$ cat config.mk
export PLATFORM = sky130hd
export DESIGN_NAME = ir_pulse_interval_decoder_core_flat
export DESIGN_NICKNAME = d
export VERILOG_FILES = /design/src/rtl/core/irpid_pkg.sv /design/src/rtl/core/irpid_if.sv /design/src/rtl/core/irpid_regs.sv /design/src/rtl/core/irpid_engine.sv /design/src/rtl/core/ir_pulse_interval_decoder_core.sv /design/src/flat_wrapper.sv
export VERILOG_INCLUDE_DIRS = /design/src /design/src/rtl/core
export SDC_FILE = /design/constraint.sdc
export NUM_CORES = 1
export LEC_CHECK = 0
export BUFFER_PORTS_ARGS = -buffer_cell sky130_fd_sc_hd__buf_4
export CAP_MARGIN = 30
export CORE_ASPECT_RATIO = 0.75
export CORE_UTILIZATION = 35
export DETAILED_ROUTE_END_ITERATION = 7
export GPL_TIMING_DRIVEN = 0
export PLACE_DENSITY_LB_ADDON = 0.1
export SLEW_MARGIN = 25
export SYNTH_ARGS = -nofsm -noshare
export SYNTH_HDL_FRONTEND = slang
export SYNTH_HIERARCHICAL = 1
export SYNTH_SLANG_ARGS = --single-unit
export TNS_END_PERCENT = 20
$ cat constraint.sdc
create_clock -name clk_i -period 7.1 [get_ports clk_i]
set_input_delay 2.13 -clock clk_i [delete_from_list [all_inputs] [get_ports clk_i]]
set_output_delay 2.13 -clock clk_i [all_outputs]
set_load 0.02 [all_outputs]
$ cat src/rtl/core/ir_pulse_interval_decoder_core_assert.svh
// Assertion macros for the infrared pulse interval decoder.
`ifndef IR_PULSE_INTERVAL_DECODER_CORE_ASSERT_SVH
`define IR_PULSE_INTERVAL_DECODER_CORE_ASSERT_SVH

`ifndef NO_ASSERTIONS

// Clocked property with an active-low reset that disables the check.
`define IRPID_ASSERT(lbl, clk, rst_n, prop, msg) \
  lbl: assert property (@(posedge clk) disable iff (!rst_n) prop) else $error(msg);

// Clocked property that is checked during reset as well.
`define IRPID_ASSERT_ALWAYS(lbl, clk, prop, msg) \
  lbl: assert property (@(posedge clk) prop) else $error(msg);

`else

`define IRPID_ASSERT(lbl, clk, rst_n, prop, msg)
`define IRPID_ASSERT_ALWAYS(lbl, clk, prop, msg)

`endif

`endif

$ cat src/rtl/core/irpid_pkg.sv
// Shared types and constants of the infrared pulse interval decoder.
package irpid_pkg;

  localparam int unsigned FrameBitsDef = 32;
  localparam int unsigned TimerBitsDef = 16;

  localparam int unsigned CfgDataW = 16;
  localparam int unsigned CfgIdxW  = 3;

  typedef enum logic [CfgIdxW-1:0] {
    REG_LEADER_LOW  = 3'd0,
    REG_LEADER_HIGH = 3'd1,
    REG_SPACE_LOW   = 3'd2,
    REG_SPACE_HIGH  = 3'd3,
    REG_ONE_LOW     = 3'd4,
    REG_ONE_HIGH    = 3'd5
  } reg_idx_e;

  typedef enum logic {
    OP_EDGE = 1'b0,
    OP_READ = 1'b1
  } op_e;

  localparam logic [CfgDataW-1:0] LeaderLowRst  = 16'd8500;
  localparam logic [CfgDataW-1:0] LeaderHighRst = 16'd9500;
  localparam logic [CfgDataW-1:0] SpaceLowRst   = 16'd4000;
  localparam logic [CfgDataW-1:0] SpaceHighRst  = 16'd5000;
  localparam logic [CfgDataW-1:0] OneLowRst     = 16'd1500;
  localparam logic [CfgDataW-1:0] OneHighRst    = 16'd1800;

  typedef struct packed {
    logic [CfgDataW-1:0] leader_low;
    logic [CfgDataW-1:0] leader_high;
    logic [CfgDataW-1:0] space_low;
    logic [CfgDataW-1:0] space_high;
    logic [CfgDataW-1:0] one_low;
    logic [CfgDataW-1:0] one_high;
  } cfg_t;

  // Status that travels with each result.
  typedef struct packed {
    logic ready_res;
    logic frame_done;
  } stat_t;

endpackage

$ cat src/rtl/core/irpid_if.sv
// Valid/ready channel interfaces for edge items and decoder results.
interface irpid_edge_if #(
  parameter int unsigned TIMER_BITS = 16
);
  logic                  valid;
  logic                  ready;
  logic                  opcode;
  logic [TIMER_BITS-1:0] edge_time;

  modport source (output valid, output opcode, output edge_time, input ready);
  modport sink   (input valid, input opcode, input edge_time, output ready);
endinterface

interface irpid_result_if #(
  parameter int unsigned FRAME_BITS = 32
);
  logic                  valid;
  logic                  ready;
  logic [FRAME_BITS-1:0] received_code;
  logic                  ready_res;
  logic                  frame_done;

  modport source (output valid, output received_code, output ready_res,
                  output frame_done, input ready);
  modport sink   (input valid, input received_code, input ready_res,
                  input frame_done, output ready);
endinterface

$ cat src/rtl/core/irpid_regs.sv
// Interval window threshold registers with a plain write port.
module irpid_regs (
  input  logic                            clk_i,
  input  logic                            rst_ni,
  input  logic                            cfg_we_i,
  input  logic [irpid_pkg::CfgIdxW-1:0]   cfg_index_i,
  input  logic [irpid_pkg::CfgDataW-1:0]  cfg_wdata_i,
  output irpid_pkg::cfg_t                 cfg_o
);
  import irpid_pkg::*;

  cfg_t cfg_q, cfg_d;

  always_comb begin
    cfg_d = cfg_q;
    if (cfg_we_i) begin
      unique case (reg_idx_e'(cfg_index_i))
        REG_LEADER_LOW:  cfg_d.leader_low  = cfg_wdata_i;
        REG_LEADER_HIGH: cfg_d.leader_high = cfg_wdata_i;
        REG_SPACE_LOW:   cfg_d.space_low   = cfg_wdata_i;
        REG_SPACE_HIGH:  cfg_d.space_high  = cfg_wdata_i;
        REG_ONE_LOW:     cfg_d.one_low     = cfg_wdata_i;
        REG_ONE_HIGH:    cfg_d.one_high    = cfg_wdata_i;
        default:         cfg_d = cfg_q;
      endcase
    end
  end

  always_ff @(posedge clk_i or negedge rst_ni) begin
    if (!rst_ni) begin
      cfg_q.leader_low  <= LeaderLowRst;
      cfg_q.leader_high <= LeaderHighRst;
      cfg_q.space_low   <= SpaceLowRst;
      cfg_q.space_high  <= SpaceHighRst;
      cfg_q.one_low     <= OneLowRst;
      cfg_q.one_high    <= OneHighRst;
    end else begin
      cfg_q <= cfg_d;
    end
  end

  assign cfg_o = cfg_q;

endmodule

$ cat src/rtl/core/irpid_engine.sv
// Decoder state and the update logic for one registered item.
module irpid_engine #(
  parameter int unsigned FRAME_BITS = irpid_pkg::FrameBitsDef,
  parameter int unsigned TIMER_BITS = irpid_pkg::TimerBitsDef
) (
  input  logic                  clk_i,
  input  logic                  rst_ni,
  input  logic                  step_i,
  input  logic                  opcode_i,
  input  logic [TIMER_BITS-1:0] edge_time_i,
  input  irpid_pkg::cfg_t       cfg_i,
  output logic [FRAME_BITS-1:0] code_o,
  output irpid_pkg::stat_t      stat_o
);
  import irpid_pkg::*;

  localparam int unsigned IdxW = $clog2(FRAME_BITS + 1);
  localparam int unsigned BitW = $clog2(FRAME_BITS);
  localparam int unsigned CmpW = (TIMER_BITS > CfgDataW) ? TIMER_BITS : CfgDataW;
  localparam logic [IdxW-1:0] FrameEnd = IdxW'(FRAME_BITS);

  logic [TIMER_BITS-1:0] prev_q, prev_d;
  logic [FRAME_BITS-1:0] code_q, code_d;
  logic [IdxW-1:0]       idx_q, idx_d;
  logic                  rdy_q, rdy_d;

  logic [TIMER_BITS-1:0] delta;
  logic [CmpW-1:0]       delta_x;
  logic                  hit_hdr, hit_one, done;
  logic [FRAME_BITS-1:0] code_mid;
  logic [IdxW-1:0]       idx_mid;

  function automatic logic in_win(logic [CmpW-1:0] d, logic [CfgDataW-1:0] lo,
                                  logic [CfgDataW-1:0] hi);
    return (d > CmpW'(lo)) && (d < CmpW'(hi));
  endfunction

  assign delta   = edge_time_i - prev_q;
  assign delta_x = CmpW'(delta);
  assign hit_hdr = in_win(delta_x, cfg_i.leader_low, cfg_i.leader_high) ||
                   in_win(delta_x, cfg_i.space_low, cfg_i.space_high);
  assign hit_one = in_win(delta_x, cfg_i.one_low, cfg_i.one_high);

  always_comb begin
    code_mid = code_q;
    idx_mid  = idx_q;
    if (hit_hdr) begin
      code_mid = '0;
      idx_mid  = '0;
    end else if (hit_one && (idx_q < FrameEnd)) begin
      code_mid[idx_q[BitW-1:0]] = 1'b1;
    end
  end

  assign done = (opcode_i == OP_EDGE) && (idx_mid >= FrameEnd);

  always_comb begin
    prev_d = prev_q;
    code_d = code_q;
    idx_d  = idx_q;
    rdy_d  = rdy_q;
    if (opcode_i == OP_EDGE) begin
      prev_d = edge_time_i;
      code_d = code_mid;
      if (done) begin
        rdy_d = 1'b1;
        idx_d = '0;
      end else begin
        idx_d = idx_mid + IdxW'(1);
      end
    end else begin
      rdy_d = 1'b0;
    end
  end

  always_ff @(posedge clk_i or negedge rst_ni) begin
    if (!rst_ni) begin
      prev_q <= '0;
      code_q <= '0;
      idx_q  <= '0;
      rdy_q  <= 1'b0;
    end else if (step_i) begin
      prev_q <= prev_d;
      code_q <= code_d;
      idx_q  <= idx_d;
      rdy_q  <= rdy_d;
    end
  end

  // Values after this item, taken by the result register.
  assign code_o           = code_d;
  assign stat_o.ready_res  = rdy_d;
  assign stat_o.frame_done = done;

endmodule

$ cat src/rtl/core/ir_pulse_interval_decoder_core.sv
// Top level of the infrared pulse interval decoder: item stages and handshakes.
//
//   channel    dir   handshake      payload
//   in_ch      in    valid/ready    opcode, edge_time
//   out_ch     out   valid/ready    received_code, ready_res, frame_done
//   cfg        in    cfg_we_i       cfg_index_i, cfg_wdata_i
//
// One item is taken per cycle unless the result stalls.
// The input register feeds one update step and the result register holds the answer.
// Reset loads the default windows and clears the code, bit index and ready flag.
// A stalled result blocks the update step, and the input register then fills and stalls.
`include "ir_pulse_interval_decoder_core_assert.svh"

module ir_pulse_interval_decoder_core #(
  parameter int unsigned FRAME_BITS = irpid_pkg::FrameBitsDef,
  parameter int unsigned TIMER_BITS = irpid_pkg::TimerBitsDef
) (
  input  logic                            clk_i,
  input  logic                            rst_ni,
  irpid_edge_if.sink                      in_ch,
  irpid_result_if.source                  out_ch,
  input  logic                            cfg_we_i,
  input  logic [irpid_pkg::CfgIdxW-1:0]   cfg_index_i,
  input  logic [irpid_pkg::CfgDataW-1:0]  cfg_wdata_i
);
  import irpid_pkg::*;

  cfg_t                  cfg;
  logic                  in_valid_q, in_valid_d;
  logic                  in_op_q;
  logic [TIMER_BITS-1:0] in_time_q;
  logic                  in_take, step;
  logic [FRAME_BITS-1:0] code_next;
  stat_t                 stat_next;
  logic                  out_valid_q, out_valid_d;
  logic [FRAME_BITS-1:0] out_code_q;
  stat_t                 out_stat_q;
  logic                  out_done, out_rdy, out_flags, read_step, in_hold;

  irpid_regs u_regs (
    .clk_i       (clk_i),
    .rst_ni      (rst_ni),
    .cfg_we_i    (cfg_we_i),
    .cfg_index_i (cfg_index_i),
    .cfg_wdata_i (cfg_wdata_i),
    .cfg_o       (cfg)
  );

  irpid_engine #(
    .FRAME_BITS (FRAME_BITS),
    .TIMER_BITS (TIMER_BITS)
  ) u_engine (
    .clk_i       (clk_i),
    .rst_ni      (rst_ni),
    .step_i      (step),
    .opcode_i    (in_op_q),
    .edge_time_i (in_time_q),
    .cfg_i       (cfg),
    .code_o      (code_next),
    .stat_o      (stat_next)
  );

  assign step         = in_valid_q && (!out_valid_q || out_ch.ready);
  assign in_ch.ready  = !in_valid_q || step;
  assign in_take      = in_ch.valid && in_ch.ready;

  always_comb begin
    in_valid_d = in_valid_q;
    if (in_take) begin
      in_valid_d = 1'b1;
    end else if (step) begin
      in_valid_d = 1'b0;
    end
    out_valid_d = out_valid_q;
    if (step) begin
      out_valid_d = 1'b1;
    end else if (out_ch.ready) begin
      out_valid_d = 1'b0;
    end
  end

  always_ff @(posedge clk_i or negedge rst_ni) begin
    if (!rst_ni) begin
      in_valid_q  <= 1'b0;
      out_valid_q <= 1'b0;
    end else begin
      in_valid_q  <= in_valid_d;
      out_valid_q <= out_valid_d;
    end
  end

  always_ff @(posedge clk_i) begin
    if (in_take) begin
      in_op_q   <= in_ch.opcode;
      in_time_q <= in_ch.edge_time;
    end
    if (step) begin
      out_code_q <= code_next;
      out_stat_q <= stat_next;
    end
  end

  assign out_ch.valid         = out_valid_q;
  assign out_ch.received_code = out_code_q;
  assign out_ch.ready_res     = out_stat_q.ready_res;
  assign out_ch.frame_done    = out_stat_q.frame_done;

  assign out_done  = out_valid_q && out_stat_q.frame_done;
  assign out_rdy   = out_stat_q.ready_res;
  assign out_flags = out_stat_q.ready_res || out_stat_q.frame_done;
  assign read_step = step && (in_op_q == OP_READ);
  assign in_hold   = in_valid_q && !step;

  `IRPID_ASSERT(a_done_sets_ready, clk_i, rst_ni, out_done |-> out_rdy, "frame end without ready")
  `IRPID_ASSERT(a_read_clears, clk_i, rst_ni, read_step |=> !out_flags, "read left a flag set")
  `IRPID_ASSERT(a_in_hold, clk_i, rst_ni, in_hold |=> in_valid_q, "held item dropped")

endmodule
$ cat src/flat_wrapper.sv
// flat-port wrapper written by rule: the top's interface ports become plain ports
module ir_pulse_interval_decoder_core_flat import irpid_pkg::*;
#(
  parameter int unsigned FRAME_BITS = irpid_pkg::FrameBitsDef,
  parameter int unsigned TIMER_BITS = irpid_pkg::TimerBitsDef
)
  (clk_i, rst_ni, cfg_we_i, cfg_index_i, cfg_wdata_i, in_ch_valid, in_ch_opcode, in_ch_edge_time, in_ch_ready, out_ch_valid, out_ch_received_code, out_ch_ready_res, out_ch_frame_done, out_ch_ready);
  irpid_edge_if #(.TIMER_BITS(TIMER_BITS)) in_ch_i ();
  irpid_result_if #(.FRAME_BITS(FRAME_BITS)) out_ch_i ();
  input  logic clk_i;
  input  logic rst_ni;
  input  logic cfg_we_i;
  input  logic [irpid_pkg::CfgIdxW-1:0] cfg_index_i;
  input  logic [irpid_pkg::CfgDataW-1:0] cfg_wdata_i;
  input wire logic [$bits(in_ch_i.valid)-1:0] in_ch_valid;
  input wire logic [$bits(in_ch_i.opcode)-1:0] in_ch_opcode;
  input wire logic [$bits(in_ch_i.edge_time)-1:0] in_ch_edge_time;
  output wire logic [$bits(in_ch_i.ready)-1:0] in_ch_ready;
  output wire logic [$bits(out_ch_i.valid)-1:0] out_ch_valid;
  output wire logic [$bits(out_ch_i.received_code)-1:0] out_ch_received_code;
  output wire logic [$bits(out_ch_i.ready_res)-1:0] out_ch_ready_res;
  output wire logic [$bits(out_ch_i.frame_done)-1:0] out_ch_frame_done;
  input wire logic [$bits(out_ch_i.ready)-1:0] out_ch_ready;
  assign in_ch_i.valid = in_ch_valid;
  assign in_ch_i.opcode = in_ch_opcode;
  assign in_ch_i.edge_time = in_ch_edge_time;
  assign in_ch_ready = in_ch_i.ready;
  assign out_ch_valid = out_ch_i.valid;
  assign out_ch_received_code = out_ch_i.received_code;
  assign out_ch_ready_res = out_ch_i.ready_res;
  assign out_ch_frame_done = out_ch_i.frame_done;
  assign out_ch_i.ready = out_ch_ready;
  ir_pulse_interval_decoder_core #(.FRAME_BITS(FRAME_BITS), .TIMER_BITS(TIMER_BITS)) u_core (.clk_i(clk_i), .rst_ni(rst_ni), .in_ch(in_ch_i), .out_ch(out_ch_i), .cfg_we_i(cfg_we_i), .cfg_index_i(cfg_index_i), .cfg_wdata_i(cfg_wdata_i));
endmodule
### Word level (Yosys, flattened, before mapping)

Index checks and enable logic that the tools add are counted.

| word-level totals | value |
|---|---|
| register bits | 204 |
| bits of input ports | 41 |
| word-level logic and storage cells | 72 |

| operators by class | value |
|---|---|
| add/subtract/negate cells | 2 |
| order comparisons | 10 |
| eq/ne operators | 5 |
| mux-type cells | 13 |
| bitwise logic cells | 2 |
| reduce and logical (&&, ||, !) cells | 23 |

Operator list:

| cell | number |
|---|---|
| $mux 32 | 3 |
| $gt 16x16->1 | 3 |
| $lt 16x16->1 | 3 |
| $or 32x32->32 | 1 |
| $sub 16x16->16 | 1 |
| $reduce_and 2->1 | 7 |
| $mux 6 | 2 |
| $logic_and 1x1->1 | 8 |
| $mux 1 | 7 |
| $add 6x1->6 const B | 1 |
| $eq 3x2->1 const B | 2 |
| $eq 3x3->1 const B | 2 |
| $ge 6x6->1 const B | 1 |
| $lt 5x6->1 const B | 1 |
| $lt 6x6->1 const B | 1 |
| $demux 1 s5 | 1 |
| $ge 5x1->1 const B | 1 |
| $reduce_bool 2->1 | 2 |
| $eq 3x1->1 const B | 1 |
| $logic_not 3->1 | 1 |
| $logic_or 1x1->1 | 3 |
| $logic_not 1->1 | 2 |
| $not 1->1 | 1 |

### Logic depth before layout (Yosys ltp)

Gate-level depths: netlist of the first run.

| logic depth | value |
|---|---|
| depth in word-level cells | 9 |
| gate-level depth with buffers | 23 |

### Modules after synthesis

The synthesis of the first run kept the hierarchy.

Modules (own cells, without submodules):

| module | times used | cells each | area an instance (µm²) | sequential area each (µm²) |
|---|---|---|---|---|
| irpid_engine | 1 | 712 | 5,582.9 | 1,376.3 |
| irpid_regs | 1 | 208 | 3,719.8 | 2,443.6 |
| ir_pulse_interval_decoder_core | 1 | 59 | 1,635.3 | 1,581.5 |

### Worst setup path before layout of the first run

OpenSTA, ideal clock, no wires.

| timing | value |
|---|---|
| path kind | reg2reg |
| from | register u_core.in_time_q[1] |
| to | register u_core.u_engine.idx_q[2] |
| arrival | 4.689 ns |
| path slack | 2.287 ns |
| stages on the path, launching flop included | 22 |
| clock period less this slack | 4.813 ns |
| cells stage by stage | edfxtp_1 -> ha_1 -> nor2b_4 -> o31a_1 -> o31a_1 -> o311a_1 -> o21a_1 -> o21a_1 -> o41a_1 -> xnor2_1 -> ha_1 -> nand4_1 -> o22ai_1 -> a211o_1 -> o211ai_1 -> nand2_1 -> nor2_1 -> ha_1 -> inv_1 -> nand3_1 -> mux2i_1 -> a211o_1 |

| between the ends | value |
|---|---|
| longest elaborated chain between the ends | 8 |
| elaborated cells between the ends (all ways) | 13 |
| classes of those cells | 2 x add/sub; 5 x order compare; 2 x mux; 4 x reduce/logical |

Ends and longest elaborated chain:

| element | line | RTL |
|---|---|---|
| start, declared | ir_pulse_interval_decoder_core.sv:31 | `logic [TIMER_BITS-1:0] in_time_q;` |
| start signal, assigned | ir_pulse_interval_decoder_core.sv:95 | `in_time_q <= in_ch.edge_time;` |
| $sub 16x16->16 (*) | irpid_engine.sv:38 | `assign delta = edge_time_i - prev_q;` |
| $gt 16x16->1 or $lt 16x16->1 (tied branches) | irpid_engine.sv:35 | `return (d > CmpW'(lo)) && (d < CmpW'(hi));` |
| $logic_and 1x1->1 | irpid_engine.sv:35 |  |
| $logic_or 1x1->1 (*) | irpid_engine.sv:40 | `assign hit_hdr = in_win(delta_x, cfg_i.leader_low, cfg_i.leader_high) \|\|` |
| $mux 6 (*) | irpid_engine.sv:47 | `if (hit_hdr) begin` |
| $ge 6x6->1 | irpid_engine.sv:55 | `assign done = (opcode_i == OP_EDGE) && (idx_mid >= FrameEnd);` |
| $logic_and 1x1->1 | irpid_engine.sv:55 |  |
| $mux 6 (*) | irpid_engine.sv:65 | `if (done) begin` |
| end signal, assigned | irpid_engine.sv:85 | `idx_q <= idx_d;` |
| end, declared | irpid_engine.sv:24 | `logic [IdxW-1:0] idx_q, idx_d;` |

Mark *: on every way between the ends. The rest lies on a longest branch, timed or not.
A chain may end at the register's enable or synchronous reset.

### Worst setup path in the final report of the first run

| timing | value |
|---|---|
| from | register u_core.in_time_q[1] |
| to | register u_core.out_code_q[26] (netlist: u_core/out_ch.received_code[26]), data pin |

| between the ends | value |
|---|---|
| longest elaborated chain between the ends | 7 |
| elaborated cells between the ends (all ways) | 15 |
| classes of those cells | 1 x add/sub; 6 x order compare; 3 x mux; 5 x reduce/logical |

Ends and longest elaborated chain:

| element | line | RTL |
|---|---|---|
| $sub 16x16->16 (*) | irpid_engine.sv:38 |  |
| $gt 16x16->1 or $lt 16x16->1 (tied branches) | irpid_engine.sv:35 |  |
| $logic_and 1x1->1 | irpid_engine.sv:35 |  |
| $logic_and 1x1->1 | irpid_engine.sv:50 | `end else if (hit_one && (idx_q < FrameEnd)) begin` |
| $mux 32 | irpid_engine.sv:50 |  |
| $mux 32 (*) | irpid_engine.sv:47 |  |
| $mux 32 (*) | irpid_engine.sv:62 | `if (opcode_i == OP_EDGE) begin` |
| named net u_core.code_next[26] | ir_pulse_interval_decoder_core.sv:33 | `logic [FRAME_BITS-1:0] code_next;` |
| end signal, assigned | ir_pulse_interval_decoder_core.sv:98 | `out_code_q <= code_next;` |
| end, declared | ir_pulse_interval_decoder_core.sv:36 | `logic [FRAME_BITS-1:0] out_code_q;` |

Mark *: on every way through the listed nets, which the timed path passes. The rest lies on a longest branch.

==> impl_results.md, run 1 <==
* Status: completed
* I/O Buffers at 75
* Total Power at 4460 uW
* # diodes at 0
* Cell row count at 55
* CORE AREA at 0.0304 mm^2
* Syn_nets at approximately 1100
* DP Area at between 0.01 and 0.015 mm^2
* Vias/cell at ~5
* Setup bufs post-CTS at 0
* Final #Nets at 1239
* Min cycle time layout at around 6.0 ns
* Busiest grt layer: met1
* Worst VDD drop at between 0.00015 and 0.0002 V
* Die area at around 0.032 mm^2
* Clock Tree Buf Depth at 3
* RSZ-0062 raised after global routing: false
* GP Congestion at between 0.7 and 0.8
* Setup crit end kind: flop
* Primary FF master, synth: dfrtp_1
* Pre-CTS setup slack at between 1 and 1.5 ns
* I/O pin cnt at between 70 and 80
* Post-route setup slack at approximately 1.1 ns
* CTS tree: built
* Drt pass-1 iters at 4
* Power share of the combinational group at just over 40%
* Wire per inst at 18.3 um
* Worst-path fanout max at 10
* Dpl hpwl at 19900 um
* Finished Layout Cells at about 1500
* Crit path DAT at roughly 6.4 ns
* Switch share at between 30% and 40%
* Initial Util at a little over a third
* Worst Tran Pin Value at between 0.9 and 1 ns
* Commonest non-fill, non-tap cell in the layout: dfrtp_1
* Post-CTS resize count at 0
* Final setup vio count at 0
* Initial antenna violation count at 0
* Synth area leaders: dfrtp_1 27%, edfxtp_1 14%, ha_1 12%
* Post-Syn Area at 0.0109 mm^2
* Post-route DRC at 0
* First-pass GRT wire length at roughly 44000 um
* Syn Inst Count at between 900 and 1000
* Max-slew headroom at a little under two fifths
* #FFs+latches synth at 204
* Vias in the first global route at around 7400
* Ratio of cells with drive above 1 in the final layout at about a quarter
* Via count at 7568
* Sequential Power Share at 34.7%
* Routed WL at approximately 28000 um
* Grt ovf at 0
* Die Height at 155 um
* Data required, critical path at around 7.5 ns
* Hold Crit Class: flop to flop
* Design Area, Final at around 0.013 mm^2
* Area Overhead vs Synth at 16.9%
* Setup Crit Path Kind: flop to flop
* P_leak at a little under 0.006 uW
* Pins over their slew limit at 0
* Cell variety after synth at between 60 and 70
* Post-cts hold buffer count at 0
* H-tree level count at 1
* Sw power at between 1500 and 2000 uW
* Max Clock Freq at approximately 170 MHz
* Latest clock arrival within the worst-skew pair at between 0.5 and 0.6 ns
* Setup TNS at 0 ns
* EDFF count, synth at 51
* Clk root buf: clkbuf_16
* Clock sinks at a little over 200
* Final hold vios at 0
* Fin crit share at between 80% and 90%
* Clk slew on worst S/H paths at around 0.060 ns
* M2 GR Usage at 24.8%
* Met3 usage at under 10%
* Post-synthesis average cell area at between 10 and 15 um^2
* Met1 global-route usage at between 20 and 30%
* Worst setup SP type: flop
* Synth top area share at roughly 27%
* Cells after DPL at 1460
* Layout Skew at 0.0108 ns
* First-iteration detailed-routing DRC count at about 330
* Max-Cap Viols at 0
* TritonCTS Buffers at 22
* Ys Warns at 6
* FFs w/ async S/R, synth at roughly three quarters
* Total GRT Usage at between 15 and 20%
* Int Pwr at 2750 uW
* Largest net degree at the start of global routing at 69
* Die width at a little over 200 um
* Clk pwr share at between 20% and 30%
* PwrDens at 349 mW/mm^2
* Seq/Total Area, Yosys at roughly half
* Commonest cells after routing, fill and taps aside: 120 x dfrtp_1, 117 x inv_1, 109 x ha_1
* Dominant cell type by area after synthesis: dfrtp_1
* Remaining antenna violation count at 0
==> logic make-up after synthesis <==
kind of cell               synth area share (%)
buffers and inverters                      5.90
and+or+nand+nor                            9.43
xor gates and xnor gates                  0.881
muxes                                      9.97
DFF                                        49.4
adders and majority gates                  12.7
AOI/OAI and AO/OA                          11.8
==> power groups by stage <==
stage          registers [uW]  logic [uW]  clock network, uW
2_1_floorplan            1560        1230                  0
3_3_place_gp             1560        1790                  0
3_5_place_dp             1560        1820                  0
4_1_cts                  1550        1840               1110
5_1_grt                  1570        2080               1160
6_report                 1540        1840               1070
==> through the flow <==
stage          util [%]  hold WS, ns
2_1_floorplan         -        0.454
3_3_place_gp       39.5        0.475
3_5_place_dp       39.8        0.482
4_1_cts            41.9        0.498
5_1_grt            42.0        0.509
6_report           42.0        0.496
==> area by class of cell <==
| class | instances | area (um^2) |
|---|---|---|
| buffer | 34 | 206 |
| clock buffer | 29 | 598 |
| clock inverter | 11 | 47.5 |
| fill | 2982 | 17600 |
| inverter | 117 | 439 |
| multi-input combinational | 624 | 4910 |
| sequential | 204 | 5400 |
| tap | 399 | 499 |
| timing repair buffer | 85 | 686 |
==> metal layers <==
metal | part of all wire (%) | wire [um]
met5 | 0 | 0
met1 | 54 | 14900
met2 | 40 | 11000
met3 | 4.2 | 1160
met4 | 1.6 | 437
==> worst max-delay path: stages (launching register included) <==
cell and delay, ns:
edfxtp_1 0.42, ha_1 0.32, nor2b_4 0.13, o31a_1 0.28, o31a_1 0.30, o311a_1 0.38, o21a_1 0.20, o21a_1 0.19
o41a_1 0.32, xnor2_1 0.66, ha_1 0.39, nand3_1 0.16, nor2_1 0.06, nand2_1 0.17, nor3_1 0.10, nor4_1 0.26
o211a_1 0.23, clkbuf_1 0.40, buf_1 0.48, a31oi_1 0.19, nor2_1 0.19
==> registers in the layout (all words and copies together) (netlist names) <==
name                         count
u_core/u_regs/cfg_o             96
u_core/out_ch.received_code     32
u_core/u_engine/code_q          32
u_core/in_time_q                16
u_core/u_engine/prev_q          16
u_core/u_engine/idx_q            6
u_core/in_op_q                   1
u_core/in_valid_q                1
u_core/out_ch.frame_done         1
u_core/out_ch.ready_res          1
u_core/out_ch.valid              1
u_core/u_engine/rdy_q            1
==> worst paths after layout <==
kind | end | slack (ns) | depth (start not counted) | startpoint
worst min register to register | u_core/u_engine/prev_q[2] | 0.50 | 2 | u_core/in_time_q[2]
min in group asynchronous | u_core/u_regs/cfg_o[0] | 1.48 | 1 | rst_ni
max in group asynchronous | u_core/u_regs/cfg_o[77] | 4.65 | 3 | rst_ni
worst max register to register | u_core/out_ch.received_code[26] | 1.11 | 20 | u_core/in_time_q[1]
worst max-delay path | u_core/out_ch.received_code[26] | 1.11 | 20 | u_core/in_time_q[1]
worst min-delay path | u_core/u_engine/prev_q[2] | 0.50 | 2 | u_core/in_time_q[2]
==> synthesized netlist by cell type, drive strengths merged, types with 4 or more instances <==
cell type and number:
nor3 15, o211ai 4, nor2 102, clkbuf 17
nand2 37, a21o 23, nand2b 6, xnor2 9
and2 5, a31oi 65, edfxtp 51, ha 109
o2111ai 4, nand3 7, buf 17, dfrtp 120
a211oi 5, mux2 96, o21ai 30, a211o 5
inv 117, nand4 10, and4 4, o21a 7
dfstp 33, a21oi 27, nor2b 7
Power figures use the tool's default switching activity.
==> inputs of run 2 (changes only) <==
==> constraint.sdc (replaced) <==
create_clock -name clk_i -period 5.3 [get_ports clk_i]
set_input_delay 1.59 -clock clk_i [delete_from_list [all_inputs] [get_ports clk_i]]
set_output_delay 1.59 -clock clk_i [all_outputs]
set_load 0.02 [all_outputs]
==> run 2 against run 1 <==
  * Sequential share of layout area decreased by 0.86 points
  * Global-route usage is 0.071 points higher
  * Sequential cell count is the same
  * First-iteration DRC count is 9.4% higher
  * Combinational power is 48% higher
  * Count of clock-buffer cells in the layout unchanged
  * Final cell count increased by 0.53%
  * Critical path depth grew 2
  * Routed wire length up 0.87%
  * Clock power rose by 35%
  * Total power is 40% higher
  * Design area is 2.1% higher
  * Largest power group unchanged
==> impl_results.md, run 2 (synthesized netlist as in run 1, its figures left out) <==
* Initial antenna violation count at 0
* Pre-CTS setup slack at -0.712 ns
* Max-slew headroom at about 37%
* First-pass GRT wire length at ~44000 um
* Worst Tran Pin Value at around 0.94 ns
* Wire per inst at between 15 and 20 um
* H-tree level count at 1
* # diodes at 0
* Setup Crit Path Kind: flop to flop
* Clock Tree Buf Depth at 3
* TritonCTS Buffers at 22
* Max FFs per register at between 90 and 100
* Latest clock arrival within the worst-skew pair at approximately 0.52 ns
* Flop2flop setup slack at around 0.16 ns
* Final setup vio count at 0
* Int Pwr at between 3000 and 4000 uW
* I/O pin cnt at 77
* Fin crit share at a little over nine tenths
* Status: completed
* # fillers at approximately 3000
* P_leak at around 0.0061 uW
* Max Clock Freq at ~190 MHz
* Initial Util at between 30% and 40%
* Sequential Power Share at 33.2%
* First-iteration detailed-routing DRC count at between 300 and 400
* Clk root buf: clkbuf_16
* CTS tree: built
* Crit path DAT at 5.55 ns
* Pins over their slew limit at 0
* Post-route DRC at 0
* Final hold vios at 0
* Die area at 0.0320 mm^2
* I/O Buffers at 75
* Hold Crit Class: flop to flop
* Hold_sp: u_core/in_time_q[2]
* Area Overhead vs Synth at 19.3%
* Commonest non-fill, non-tap cell in the layout: dfrtp_1
* RSZ-0062 raised after global routing: true
* Vias/cell at 5.03
* Switch share at a little under two fifths
* Largest net degree at the start of global routing at 69
* Setup TNS at 0 ns
* Commonest cells after routing, fill and taps aside: 120 x dfrtp_1, 117 x inv_1, 106 x ha_1
* Dpl hpwl at 19900 um
* Cell row count at 55
* CORE AREA at ~0.030 mm^2
* Routed WL at roughly 28000 um
* Critical path origin: u_core/in_time_q[1]
* Ratio of cells with drive above 1 in the final layout at between 20% and 30%
* Vias in the first global route at ~7400
* Power share of the combinational group at around 44%
* PwrDens at 477 mW/mm^2
* Clk slew on worst S/H paths at about 0.060 ns
* Data required, critical path at between 5 and 6 ns
* GP Congestion at between 0.7 and 0.8
* Clock sinks at roughly 200
* Final #Nets at around 1200
* Drt pass-1 iters at 5
* Min cycle time layout at 5.14 ns
* Via count at between 7000 and 8000
* Total GRT Usage at 18.0%
* Worst VDD drop at between 0.0002 and 0.0003 V
* Reg2reg start: u_core/in_time_q[1]
* Die Height at between 150 and 200 um
* Setup crit end kind: flop
* Clk pwr share at 23.1%
* Worst-path fanout max at 5
* Sw power at 2380 uW
* Worst setup SP type: flop
* Layout Skew at around 0.011 ns
* Die width at between 200 and 250 um
* Max-Cap Viols at 0
* Post-route setup slack at 0.157 ns
* Remaining antenna violation count at 0
* Grt ovf at 0
## run 2: cell types whose count changed in the layout (fill, tap and decap cells not counted), moves of 3 or more
cell and delta:
buf_4 +12, clkbuf_1 -9, clkbuf_2 +5, xnor2_1 -5, ha_1 -3, nor2_1 -3
nor2_2 +3, xnor2_2 +3
## run 2: through the flow
| step | total power [uW] | cell area [um^2] | std cells | utilization (%) | hold slack (ns) |
|---|---|---|---|---|---|
| 2_1_floorplan | 3740 | 10900 | 979 | - | 0.454 |
| 6_report | 6230 | 13100 | 1511 | 42.9 | 0.495 |
| 4_1_cts | 6130 | 12900 | 1504 | 42.3 | 0.498 |
| 5_1_grt | 6700 | 13100 | 1511 | 42.9 | 0.509 |
| 3_3_place_gp | 4490 | 12000 | 1453 | 39.5 | 0.475 |
| 3_5_place_dp | 4530 | 12100 | 1460 | 39.8 | 0.482 |
## run 2: power by group through the flow
stage / Sequential [uW] / Clock, uW / Combinational (uW)
CTS: 2070 / 1490 / 2570
finish: 2070 / 1440 / 2720
global route: 2110 / 1550 / 3040
floorplan: 2100 / 0 / 1640
global placement: 2090 / 0 / 2400
detailed placement: 2100 / 0 / 2440
## run 2: timing repair
item                       4_1_cts  5_1_grt
setup endpoints to repair       72       68
pin swaps                        3        5
buffers inserted                 5        6
gates resized for setup         20       27
hold buffers                     0        0
## run 2: worst max-delay path, cell delays in order, from the launching register on
cell      delay [ns]
edfxtp_1        0.40
ha_1            0.32
nor2b_4         0.13
o31a_1          0.28
o31a_1          0.30
o311a_1         0.38
o21a_1          0.21
o21a_1          0.20
o41a_1          0.39
xnor2_4         0.16
buf_12          0.16
ha_4            0.22
nand4_1         0.17
o22ai_2         0.14
a211o_1         0.27
o211ai_1        0.31
nand2_2         0.14
nor2_1          0.13
ha_2            0.21
inv_1           0.06
nand3_1         0.08
mux2i_1         0.08
a211o_1         0.27
## run 2: final timing paths
check	end	depth (start not counted)
max reg2reg	u_core/u_engine/idx_q[2]	22
min reg2reg	u_core/u_engine/prev_q[2]	2
max in group asynchronous	u_core/u_regs/cfg_o[77]	3
min	u_core/u_engine/prev_q[2]	2
max	u_core/u_engine/idx_q[2]	22
min in group asynchronous	u_core/u_regs/cfg_o[0]	1
## run 2: layer usage
metal  track usage [%]  share of wire [%]  routed length (um)  up-vias
li1                  -                  -                   -     3735
met1              28.7                 54               15000     3704
met4              3.61                1.6                 436        0
met5                 0                  0                   0        -
met3              3.35                4.1                1140       31
met2              25.0                 40               11300      134
## run 2: cell type report
class	instances	area [um^2]	area share, %
Clock buffer	29	598	4.58
Tap cell	399	499	3.83
Multi-Input combinational cell	624	5080	38.9
Sequential cell	204	5400	41.4
Timing Repair Buffer	94	766	5.87
Inverter	117	439	3.36
Clock inverter	11	47.5	0.364
Buffer	33	221	1.70
==> inputs of run 3 (changes only) <==
--- a/config.mk
+++ b/config.mk
@@ -10,6 +10,7 @@
 export CAP_MARGIN = 30
 export CORE_ASPECT_RATIO = 0.75
 export CORE_UTILIZATION = 35
+export CTS_BUF_LIST = sky130_fd_sc_hd__clkbuf_8
 export DETAILED_ROUTE_END_ITERATION = 7
 export GPL_TIMING_DRIVEN = 0
 export PLACE_DENSITY_LB_ADDON = 0.1
==> run 3 against run 2 <==
  * Worst hold slack improved by 0.0011 ns
  * Critical endpoint unchanged
  * Total power rose by 0.31%
  * Maximum frequency fell by 0.54%
  * Largest cell class unchanged
  * Routed wire length rose by 0.66%
  * Combinational power barely moved
  * Clock power barely moved
==> impl_results.md, run 3 (synthesized netlist as in run 1, its figures left out) <==
* First-iteration detailed-routing DRC count at around 340
* Vias in the first global route at 7565
* Pins over their slew limit at 0
* Worst path cell trace: ha_1 -> nor2b_4 -> o31a_1 -> o31a_1 -> o311a_1 -> o21a_1 -> o21a_1 -> o41a_1 -> xnor2_4 -> buf_12 -> ha_4 -> nand4_1 -> o22ai_2 -> a211o_1 -> o211ai_1 -> nand2_2 -> nor2_1 -> ha_1 -> inv_1 -> nand3_1 -> mux2i_1 -> a211o_1
* Final setup vio count at 0
* Worst VDD drop at ~0.00020 V
* Via count at ~7700
* Setup crit end kind: flop
* Worst hold slack at ~0.50 ns
* GP Congestion at between 0.7 and 0.8
* M2 GR Usage at about 25%
* Sw power at approximately 2400 uW
* Max incr delay on CP at ~0.42 ns
* Clk slew on worst S/H paths at roughly 0.06 ns
* Largest net degree at the start of global routing at 69
* Int Pwr at roughly 3800 uW
* Max Clock Freq at approximately 190 MHz
* First-pass GRT wire length at 44200 um
* Vias/cell at approximately 5
* I/O Buffers at 75
* Routed WL at approximately 28000 um
* Worst setup SP type: flop
* TritonCTS Buffers at 37
* Switch share at slightly below 40%
* Max FFs per register at 96
* Die width at about 210 um
* Remaining antenna violation count at 0
* Commonest cells after routing, fill and taps aside: 137 x inv_1, 120 x dfrtp_1, 107 x ha_1
* P_leak at just over 0.006 uW
* Busiest grt layer: met1
* H-tree level count at 2
* Die Height at roughly 160 um
* Fin crit share at approximately 98%
* Dpl hpwl at between 15000 and 20000 um
* Max-Cap Viols at 0
* RSZ-0062 raised after global routing: true
* PwrDens at roughly 480 mW/mm^2
* CTS tree: built
* Clk pwr share at 23.4%
* Status: completed
* Area Overhead vs Synth at 19.8%
* Clk root buf: clkbuf_8
* Clock sinks at between 200 and 250
* Total Power at 6250 uW
* Data required, critical path at between 5 and 6 ns
* Min cycle time layout at around 5.2 ns
* Post-route DRC at 0
* Clock Tree Buf Depth at 3
* Ratio of cells with drive above 1 in the final layout at approximately 29%
* Crit path buffers/inverters at 2
* Worst-path fanout max at 5
* Post-cts hold buffer count at 0
* Met1 global-route usage at approximately 28%
* Sequential Power Share at ~33%
* Max-slew headroom at 37.4%
* Critical path's top delay family: compound AO/OA/AOI/OAI gates
* Flop2flop setup slack at about 0.13 ns
* Hold Crit Class: flop to flop
* Latest clock arrival within the worst-skew pair at approximately 0.56 ns
* Setup TNS at 0 ns
* Crit path DAT at 5.61 ns
* I/O pin cnt at between 70 and 80
* DP Area at around 0.012 mm^2
* Final #Nets at ~1300
* Layout Skew at between 0.015 and 0.02 ns
* Met3 usage at a little under 4%
* Grt ovf at 0
* Final hold vios at 0
* Worst Tran Pin Value at 0.936 ns
* CORE AREA at around 0.030 mm^2
* Initial Util at between 30% and 40%
* Slowest cell on crit path: edfxtp_1
* Wire per inst at 18.2 um
* Cell row count at 55
* Setup Crit Path Kind: flop to flop
* Drt pass-1 iters at 5
* # diodes at 0
* Power share of the combinational group at between 40 and 50%
* Die area at ~0.032 mm^2
* Initial antenna violation count at 0
* Total GRT Usage at between 15 and 20%
* Design Area, Final at around 0.013 mm^2
* Commonest non-fill, non-tap cell in the layout: inv_1
[run 3: changes by cell type in the layout (fill, tap and decap cells not counted), moves of 2 or more]
cell / before / now
buf_4: 88 / 85
clkbuf_1: 14 / 8
clkbuf_16: 23 / 0
clkbuf_8: 0 / 42
clkinv_1: 6 / 0
clkinv_2: 5 / 2
inv_1: 117 / 137
inv_6: 0 / 2
[run 3: worst paths after layout]
kind                                            from                        end  cells past startpoint
min reg2reg                u_core/u_engine/code_q[7]  u_core/u_engine/code_q[7]                      2
min in group asynchronous                     rst_ni    u_core/u_regs/cfg_o[65]                      1
max                              u_core/in_time_q[1]   u_core/u_engine/idx_q[2]                     22
max reg2reg                      u_core/in_time_q[1]   u_core/u_engine/idx_q[2]                     22
min                        u_core/u_engine/code_q[7]  u_core/u_engine/code_q[7]                      2
max in group asynchronous                     rst_ni    u_core/u_regs/cfg_o[77]                      3
[run 3: worst min-delay path: stages (launching register included)]
cell	delay [ns]
dfrtp_1	0.35
a31oi_1	0.04
nor2_1	0.07
[run 3: routing by layer]
layer	share of wire, %	up-vias
met5	0	-
met4	1.6	0
met3	5.0	37
met2	40	167
met1	53	3740
li1	-	3768
[run 3: stage by stage]
step / std cells / utilization (%) / worst slack [ns]
2_1_floorplan: 979 / - / 0.487
3_3_place_gp: 1453 / 39.5 / -0.675
3_5_place_dp: 1460 / 39.8 / -0.712
4_1_cts: 1532 / 42.6 / 0.0307
5_1_grt: 1538 / 43.1 / -0.0979
6_report: 1538 / 43.1 / 0.129
[run 3: what timing repair did]
item / CTS / global route
pin swaps: 3 / 8
resized for setup: 19 / 26
setup endpoints to repair: 72 / 68
buffers inserted: 5 / 5
[run 3: cell type report]
| class | instances | area [um^2] |
|---|---|---|
| Fill cell | 2973 | 17300 |
| Sequential cell | 204 | 5400 |
| Multi-Input combinational cell | 624 | 5070 |
| Timing Repair Buffer | 93 | 758 |
| Clock buffer | 42 | 578 |
| Tap cell | 399 | 499 |
| Inverter | 117 | 439 |
| Buffer | 33 | 225 |
| Clock inverter | 26 | 140 |
[run 3: power by group through the flow]
| stage | Clock [uW] | Combinational (uW) | Sequential, uW |
|---|---|---|---|
| floorplan | 0 | 1640 | 2100 |
| global route | 1590 | 3040 | 2110 |
| detailed placement | 0 | 2440 | 2100 |
| global placement | 0 | 2400 | 2090 |
| CTS | 1520 | 2570 | 2070 |
| finish | 1460 | 2720 | 2070 |
